## config.mk

```make
export PLATFORM = sky130hd
export DESIGN_NAME = delimited_token_splitter_top
export DESIGN_NICKNAME = d
export VERILOG_FILES = /design/src/hdl/dts_pkg.sv /design/src/hdl/dts_csr.sv /design/src/hdl/dts_in_stage.sv /design/src/hdl/dts_core.sv /design/src/hdl/dts_out_stage.sv /design/src/hdl/delimited_token_splitter_top.sv
export SDC_FILE = /design/constraint.sdc
export NUM_CORES = 1
export LEC_CHECK = 0
export ABC_AREA = 1
export BUFFER_PORTS_ARGS = -buffer_cell sky130_fd_sc_hd__buf_2
export CORE_ASPECT_RATIO = 1.5
export CORE_MARGIN = 4
export CORE_UTILIZATION = 30
export CTS_BUF_LIST = sky130_fd_sc_hd__clkbuf_8 sky130_fd_sc_hd__clkbuf_16
export DETAILED_ROUTE_END_ITERATION = 10
export SLEW_MARGIN = 20
export SYNTH_ARGS = -nofsm -noshare
export SYNTH_HDL_FRONTEND = slang
export SYNTH_SLANG_ARGS = --single-unit
```

## constraint.sdc

```tcl
create_clock -name clock -period 4.4 [get_ports clock]
set_input_delay 1.1 -clock clock [delete_from_list [all_inputs] [get_ports clock]]
set_output_delay 1.1 -clock clock [all_outputs]
set_load 0.01 [all_outputs]
```

## src/hdl/dts_pkg.sv

```systemverilog
package dts_pkg;

   localparam int unsigned MAX_LEN = 65535;
   localparam int unsigned POS_W   = 16;
   localparam int unsigned CSR_W   = 64;
   localparam int unsigned IDX_W   = 3;

   localparam logic [POS_W-1:0] MAX_POS   = POS_W'(MAX_LEN);
   localparam logic [POS_W-1:0] COUNT_TOP = '1;

   typedef enum logic [IDX_W-1:0] {
      CSR_DELIM_LOW,
      CSR_DELIM_HIGH,
      CSR_IGNORE_LOW,
      CSR_IGNORE_HIGH,
      CSR_MAX_TOKENS
   } csr_index_type;

   typedef struct packed {
      logic [7:0] char_code;
      logic       end_of_string;
   } in_word_type;

   typedef struct packed {
      logic [63:0] delim_low;
      logic [63:0] delim_high;
      logic [63:0] ignore_low;
      logic [63:0] ignore_high;
      logic [15:0] max_tokens;
   } cfg_type;

   typedef struct packed {
      logic [15:0] token_start;
      logic [15:0] token_length;
      logic [15:0] token_index;
      logic        last_token;
      logic        overflow;
   } token_type;

   function automatic logic in_set(input logic [63:0] lo, input logic [63:0] hi,
                                   input logic [7:0] c);
      logic hit;
      if (c[7]) begin
         hit = 1'b0;
      end else if (c[6]) begin
         hit = hi[c[5:0]];
      end else begin
         hit = lo[c[5:0]];
      end
      return hit;
   endfunction

endpackage

```

## src/hdl/dts_csr.sv

```systemverilog
module dts_csr (
   input  logic                        clock,
   input  logic                        reset,
   input  logic                        csr_write_enable,
   input  logic [dts_pkg::IDX_W-1:0]   csr_index,
   input  logic [dts_pkg::CSR_W-1:0]   csr_write_data,
   output dts_pkg::cfg_type            cfg
);

   dts_pkg::cfg_type cfg_ff;
   dts_pkg::cfg_type cfg_in;

   always_comb begin
      cfg_in = cfg_ff;
      if (csr_write_enable) begin
         case (csr_index)
            dts_pkg::CSR_DELIM_LOW:   cfg_in.delim_low   = csr_write_data;
            dts_pkg::CSR_DELIM_HIGH:  cfg_in.delim_high  = csr_write_data;
            dts_pkg::CSR_IGNORE_LOW:  cfg_in.ignore_low  = csr_write_data;
            dts_pkg::CSR_IGNORE_HIGH: cfg_in.ignore_high = csr_write_data;
            dts_pkg::CSR_MAX_TOKENS:  cfg_in.max_tokens  = csr_write_data[15:0];
            default:                  cfg_in = cfg_ff;
         endcase
      end
   end

   always_ff @(posedge clock) begin
      if (reset) begin
         cfg_ff <= '0;
      end else begin
         cfg_ff <= cfg_in;
      end
   end

   assign cfg = cfg_ff;

endmodule

```

## src/hdl/dts_in_stage.sv

```systemverilog
module dts_in_stage (
   input  logic                 clock,
   input  logic                 reset,
   input  logic                 req_valid,
   output logic                 req_stall,
   input  dts_pkg::in_word_type req_word,
   input  logic                 out_ready,
   output logic                 fire,
   output dts_pkg::in_word_type word
);

   logic                 valid_ff;
   logic                 valid_in;
   dts_pkg::in_word_type word_ff;
   logic                 accept;

   assign req_stall = valid_ff & ~out_ready;
   assign accept    = req_valid & ~req_stall;
   assign fire      = valid_ff & out_ready;
   assign valid_in  = accept | (valid_ff & ~out_ready);

   always_ff @(posedge clock) begin
      if (reset) begin
         valid_ff <= 1'b0;
      end else begin
         valid_ff <= valid_in;
      end
   end

   always_ff @(posedge clock) begin
      if (accept) begin
         word_ff <= req_word;
      end
   end

   assign word = word_ff;

endmodule

```

## src/hdl/dts_core.sv

```systemverilog
module dts_core (
   input  logic                 clock,
   input  logic                 reset,
   input  logic                 fire,
   input  dts_pkg::in_word_type word,
   input  dts_pkg::cfg_type     cfg,
   output logic                 load,
   output dts_pkg::token_type   result,
   output logic                 in_span,
   output logic                 stopped
);

   logic [15:0] position_ff, position_in;
   logic [15:0] begin_ff, begin_in;
   logic [15:0] count_ff, count_in;
   logic        span_ff, span_in;
   logic [7:0]  close_ff, close_in;
   logic        stop_ff, stop_in;
   logic        ovf_ff, ovf_in;
   logic        at_max;
   logic        is_delim;
   logic        is_ignore;

   assign at_max    = position_ff >= dts_pkg::MAX_POS;
   assign is_delim  = dts_pkg::in_set(cfg.delim_low, cfg.delim_high, word.char_code);
   assign is_ignore = dts_pkg::in_set(cfg.ignore_low, cfg.ignore_high, word.char_code);

   always_comb begin
      position_in = position_ff;
      begin_in    = begin_ff;
      count_in    = count_ff;
      span_in     = span_ff;
      close_in    = close_ff;
      stop_in     = stop_ff;
      ovf_in      = ovf_ff;
      load        = 1'b0;
      result.token_start  = begin_ff;
      result.token_length = position_ff - begin_ff;
      result.token_index  = count_ff;
      result.last_token   = 1'b1;
      result.overflow     = ovf_ff;
      if (fire) begin
         if (word.end_of_string) begin
            load        = 1'b1;
            position_in = '0;
            begin_in    = '0;
            count_in    = '0;
            span_in     = 1'b0;
            close_in    = '0;
            stop_in     = 1'b0;
            ovf_in      = 1'b0;
         end else begin
            if (at_max) begin
               position_in = dts_pkg::MAX_POS;
               ovf_in      = 1'b1;
            end else begin
               position_in = position_ff + 16'd1;
            end
            if (stop_ff) begin
               stop_in = 1'b1;
            end else if (span_ff) begin
               if (word.char_code == close_ff) begin
                  span_in = 1'b0;
               end
            end else if (is_delim) begin
               load              = 1'b1;
               result.last_token = 1'b0;
               result.overflow   = ovf_in;
               begin_in = at_max ? dts_pkg::MAX_POS : position_ff + 16'd1;
               count_in = (count_ff != dts_pkg::COUNT_TOP) ? count_ff + 16'd1 : count_ff;
               if (cfg.max_tokens != '0 && count_in == cfg.max_tokens) begin
                  stop_in = 1'b1;
               end
            end else if (is_ignore) begin
               span_in  = 1'b1;
               close_in = word.char_code;
            end
         end
      end
   end

   always_ff @(posedge clock) begin
      if (reset) begin
         position_ff <= '0;
         begin_ff    <= '0;
         count_ff    <= '0;
         span_ff     <= 1'b0;
         close_ff    <= '0;
         stop_ff     <= 1'b0;
         ovf_ff      <= 1'b0;
      end else begin
         position_ff <= position_in;
         begin_ff    <= begin_in;
         count_ff    <= count_in;
         span_ff     <= span_in;
         close_ff    <= close_in;
         stop_ff     <= stop_in;
         ovf_ff      <= ovf_in;
      end
   end

   assign in_span = span_ff;
   assign stopped = stop_ff;

endmodule

```

## src/hdl/dts_out_stage.sv

```systemverilog
module dts_out_stage (
   input  logic               clock,
   input  logic               reset,
   input  logic               load,
   input  dts_pkg::token_type result,
   output logic               out_ready,
   output logic               rsp_valid,
   input  logic               rsp_stall,
   output dts_pkg::token_type rsp_word
);

   logic               valid_ff;
   logic               valid_in;
   dts_pkg::token_type word_ff;

   assign out_ready = ~valid_ff | ~rsp_stall;
   assign valid_in  = load | (valid_ff & rsp_stall);

   always_ff @(posedge clock) begin
      if (reset) begin
         valid_ff <= 1'b0;
      end else begin
         valid_ff <= valid_in;
      end
   end

   always_ff @(posedge clock) begin
      if (load) begin
         word_ff <= result;
      end
   end

   assign rsp_valid = valid_ff;
   assign rsp_word  = word_ff;

endmodule

```

## src/hdl/delimited_token_splitter_top.sv

```systemverilog
// A token word reaches rsp_valid by way of the input register, then the result
// register, after the byte or end marker that closes it is accepted; a stalled
// result can hold that byte there. Throughput: one input word per cycle, as the
// core updates state per fired word; only a stalled result holds the input.
// Reset (synchronous, active high) clears the token state, both handshakes and
// all configuration registers.
module delimited_token_splitter_top (
   input  logic                      clock,
   input  logic                      reset,
   input  logic                      req_valid,
   output logic                      req_stall,
   input  logic [7:0]                req_char_code,
   input  logic                      req_end_of_string,
   output logic                      rsp_valid,
   input  logic                      rsp_stall,
   output logic [15:0]               rsp_token_start,
   output logic [15:0]               rsp_token_length,
   output logic [15:0]               rsp_token_index,
   output logic                      rsp_last_token,
   output logic                      rsp_overflow,
   input  logic                      csr_write_enable,
   input  logic [dts_pkg::IDX_W-1:0] csr_index,
   input  logic [dts_pkg::CSR_W-1:0] csr_write_data
);

   dts_pkg::cfg_type     cfg;
   dts_pkg::in_word_type req_word;
   dts_pkg::in_word_type word;
   dts_pkg::token_type   result;
   dts_pkg::token_type   rsp_word;
   logic                 out_ready;
   logic                 fire;
   logic                 load;
   logic                 in_span;
   logic                 stopped;

   assign req_word.char_code     = req_char_code;
   assign req_word.end_of_string = req_end_of_string;

   dts_csr u_csr (
      .clock            (clock),
      .reset            (reset),
      .csr_write_enable (csr_write_enable),
      .csr_index        (csr_index),
      .csr_write_data   (csr_write_data),
      .cfg              (cfg)
   );

   dts_in_stage u_in (
      .clock     (clock),
      .reset     (reset),
      .req_valid (req_valid),
      .req_stall (req_stall),
      .req_word  (req_word),
      .out_ready (out_ready),
      .fire      (fire),
      .word      (word)
   );

   dts_core u_core (
      .clock   (clock),
      .reset   (reset),
      .fire    (fire),
      .word    (word),
      .cfg     (cfg),
      .load    (load),
      .result  (result),
      .in_span (in_span),
      .stopped (stopped)
   );

   dts_out_stage u_out (
      .clock     (clock),
      .reset     (reset),
      .load      (load),
      .result    (result),
      .out_ready (out_ready),
      .rsp_valid (rsp_valid),
      .rsp_stall (rsp_stall),
      .rsp_word  (rsp_word)
   );

   assign rsp_token_start  = rsp_word.token_start;
   assign rsp_token_length = rsp_word.token_length;
   assign rsp_token_index  = rsp_word.token_index;
   assign rsp_last_token   = rsp_word.last_token;
   assign rsp_overflow     = rsp_word.overflow;

`ifndef SYNTHESIS
   a_eos_emits_last: assert property (@(posedge clock) disable iff (reset)
      fire && word.end_of_string |=> rsp_valid && rsp_last_token)
      else $error("end marker did not produce a final token");

   a_token_in_range: assert property (@(posedge clock) disable iff (reset)
      rsp_valid |-> ({1'b0, rsp_token_start} + {1'b0, rsp_token_length})
                    <= 17'(dts_pkg::MAX_LEN))
      else $error("token runs past the saturated length");

   a_span_not_stopped: assert property (@(posedge clock) disable iff (reset)
      !(in_span && stopped))
      else $error("quote span open after token limit reached");
`endif

endmodule

```

==> results.yml <==
global_routing:
  grt_max_degree: 131
  antenna_found_initial: 6
  grt_pass1_wl_mm: 85.94
  overflow: 0
  grt_pass1_vias: 15656
  grtUsageTotal: 0.1620
critical_path:
  crit_path_start_kind: "flop"
  critPathRequiredTime_ps: 4590
  criticalPathCategory: "reg -> reg"
  critPathMaxStageDelay_ps: 700
  crit_fanout: 31
  cp-end-kind: "flop"
  slowest_stage: "clkinv_1"
  crit_buf_inv: 4
  critPathTopFamily: "buffers and inverters"
  worstPathCellList: "buf_4 -> clkinv_1 -> nand3_1 -> nand3_1 -> o21ai_1 -> nand2_1 -> nand3_2 -> nand3_4 -> nand2_2 -> nand3_4 -> inv_2 -> buf_4"
  ff2ff_setup_slack_ps: 1160
  crit_arrival_ps: 3430
floorplan:
  die_area_um2: 64110
  die_h_um: 308.1
  core_area_um2: 59190
  row_count: 109
  io_pins: 133
  initial_core_util: 0.3043
  die_w_um: 208.1
route:
  vias_per_cell: 4.863
  dr.pass1.iters: 5
  drc: 0
  drtAntennaViolNets: 0
  detail_route.wl_per_cell_um: 16.12
  vias: 16223
  drt_iter0_markers: 1155
  wirelength_mm: 53.76
synth:
  syn_inst: 2476
  netlist.area_leader.share: 0.3701
  synth_ff_type: "dfxtp_1"
  synth-seq-cells: 392
  synth_area_leaders: "dfxtp_1, edfxtp_1, nor2_1, nand2_1, o21ai_0"
  async_flop_share: 0
  synth_area_leader_cell: "dfxtp_1"
  synthesis.nets: 2575
  avgSynthCellArea_um2: 7.275
  ys_warn_count: 0
  ys_types: 44
  yosysSeqAreaShare: 0.4685
  syn_area_um2: 18010
  synth_edf_count: 59
place:
  io_buffer_count: 132
  gp_congestion: 0.8367
  dpl_worst_slack_ps: 979.9
  dp_hpwl_mm: 34.71
flow_run:
  maxCapViolCount: 0
clock_tree:
  clk_pin_slew_worst_paths_ps: 60
  root_buffer: "clkbuf_16"
  worstSkewPairLatency_ps: 560
  cts_tree: "built"
  cts_made_buffers: 41
  cts_buffer_depth: 3
  cts_num_sinks: 392
  htreeDepth: 2
  ctsResizeCount: 0
  cts_setup_buffers: 0
  hold_buffers: 0
sta:
  max_freq_mhz: 308.9
  post-route-period-util: 0.7357
  timing_hold_violations_final: 0
  relSlewSlack: 0.3825
  maxSlewViolCount: 0
  finalSetupTns_ps: 0
  worst_pin_slew_ps: 923.6
  rsz0062_at_grt: "no"
  fin_skew_ps: 32.30
  period_needed_ps: 3237
  fin_ws_ps: 1163
  setup_viol: 0
pwr:
  power_density_nw_per_um2: 400.6
  leakagePower_uw: 0.008273
  ir_drop_uv: 222.1
cells_and_area:
  num-nets-final: 2622
  area_delta_synth_final_pct: 14.35
  drive_gt1_frac: 0.09988
  nFillCells: 6394
status:
  status: "finished, final reports clean"
min_path:
  hp-class: "reg -> reg"
==> cells in the mapped netlist, types with 3 or more instances <==
library cell and instances:
dfxtp_1 333, a211oi_1 11, clkinv_1 3, o21ai_0 295, buf_6 16, ha_1 17, inv_1 148, nand3_1 290
buf_2 27, or2_2 4, edfxtp_1 59, xor2_1 25, nor2_1 458, nor4_1 7, buf_4 5, a21oi_1 150
nor3_1 12, nand3b_1 6, inv_2 7, clkbuf_1 110, nand2_1 427, xnor2_1 12, nand4_1 22, nand3_2 4
==> flip-flops by register name, summed over array words and instances (netlist names) <==
name	count
u_core.in_span	1
u_csr.cfg	272
u_core.stopped	1
u_core.close_ff	8
u_core.count_ff	16
u_out.rsp_valid	1
u_core.position_ff	16
u_in.word	9
u_out.rsp_word	50
u_in.valid_ff	1
u_core.begin_ff	16
u_core.ovf_ff	1
==> placed cells by master (no fill, tap or decap), types with 8 or more instances in the layout <==
cell type	instances
clkbuf_16	41
xnor2_1	12
nand4_1	22
inv_2	8
nand2_1	427
nand3_1	289
ha_1	17
o21ai_0	295
edfxtp_1	59
a211oi_1	11
nor3_1	10
xor2_1	25
buf_2	132
nor2_1	457
inv_1	156
clkbuf_8	8
dfxtp_1	333
buf_4	27
a21oi_1	150
==> per-layer routing <==
layer  part of all wire  GRT usage
met5            0.00024          0
met4              0.032    0.05930
met3              0.043    0.02432
met2               0.51     0.2943
met1               0.42     0.1940
==> kinds of logic after synthesis <==
logic type,share of synthesized area
DFF,0.4685
xor gates and xnor gates,0.01799
buffers and inverters,0.07704
adders and majority gates,0.01292
and+or+nand+nor,0.2893
AOI/OAI and AO/OA,0.1343
==> path summary, 6_finish.rpt <==
check	startpoint	endpoint	cells past startpoint
max	u_in.word[4]	u_out.rsp_word[35]	12
min	u_csr.cfg[59]	u_csr.cfg[59]	2
max reg2reg	u_in.word[4]	u_out.rsp_word[35]	12
min reg2reg	u_csr.cfg[59]	u_csr.cfg[59]	2
==> where the power goes <==
part / internal (uW) / switching, uW
logic: 271 / 570
registers: 3790 / 73.6
clock network: 2070 / 1480
total: 6130 / 2120
==> worst min-delay path, stage by stage (launching register included) <==
cell and delay, ps:
dfxtp_1 310, inv_1 50, a21oi_1 50
==> layout make-up <==
type	instances	area [um^2]	share of cell area
Antenna cell	6	15.01	0.0007289
Sequential cell	392	8438	0.4097
Clock inverter	24	225.2	0.01093
Clock buffer	49	1136	0.05516
Tap cell	777	972.2	0.04720
Multi-Input combinational cell	1764	8223	0.3992
Inverter	159	604.3	0.02934
Timing Repair Buffer	165	983.4	0.04775
==> through the flow <==
| stage | util | power [uW] | instance area, um^2 | cells | hold slack (ps) |
|---|---|---|---|---|---|
| floorplan | - | 4484 | 18010 | 2476 | 423.7 |
| global placement | 0.3247 | 4783 | 19220 | 3257 | 431.5 |
| finish | 0.3480 | 8251 | 20600 | 3336 | 442.1 |
| CTS | 0.3477 | 8352 | 20580 | 3330 | 444.7 |
| global route | 0.3479 | 8594 | 20590 | 3333 | 455.4 |
| detailed placement | 0.3247 | 4788 | 19220 | 3257 | 434.5 |
Power figures use the tool's default switching activity.
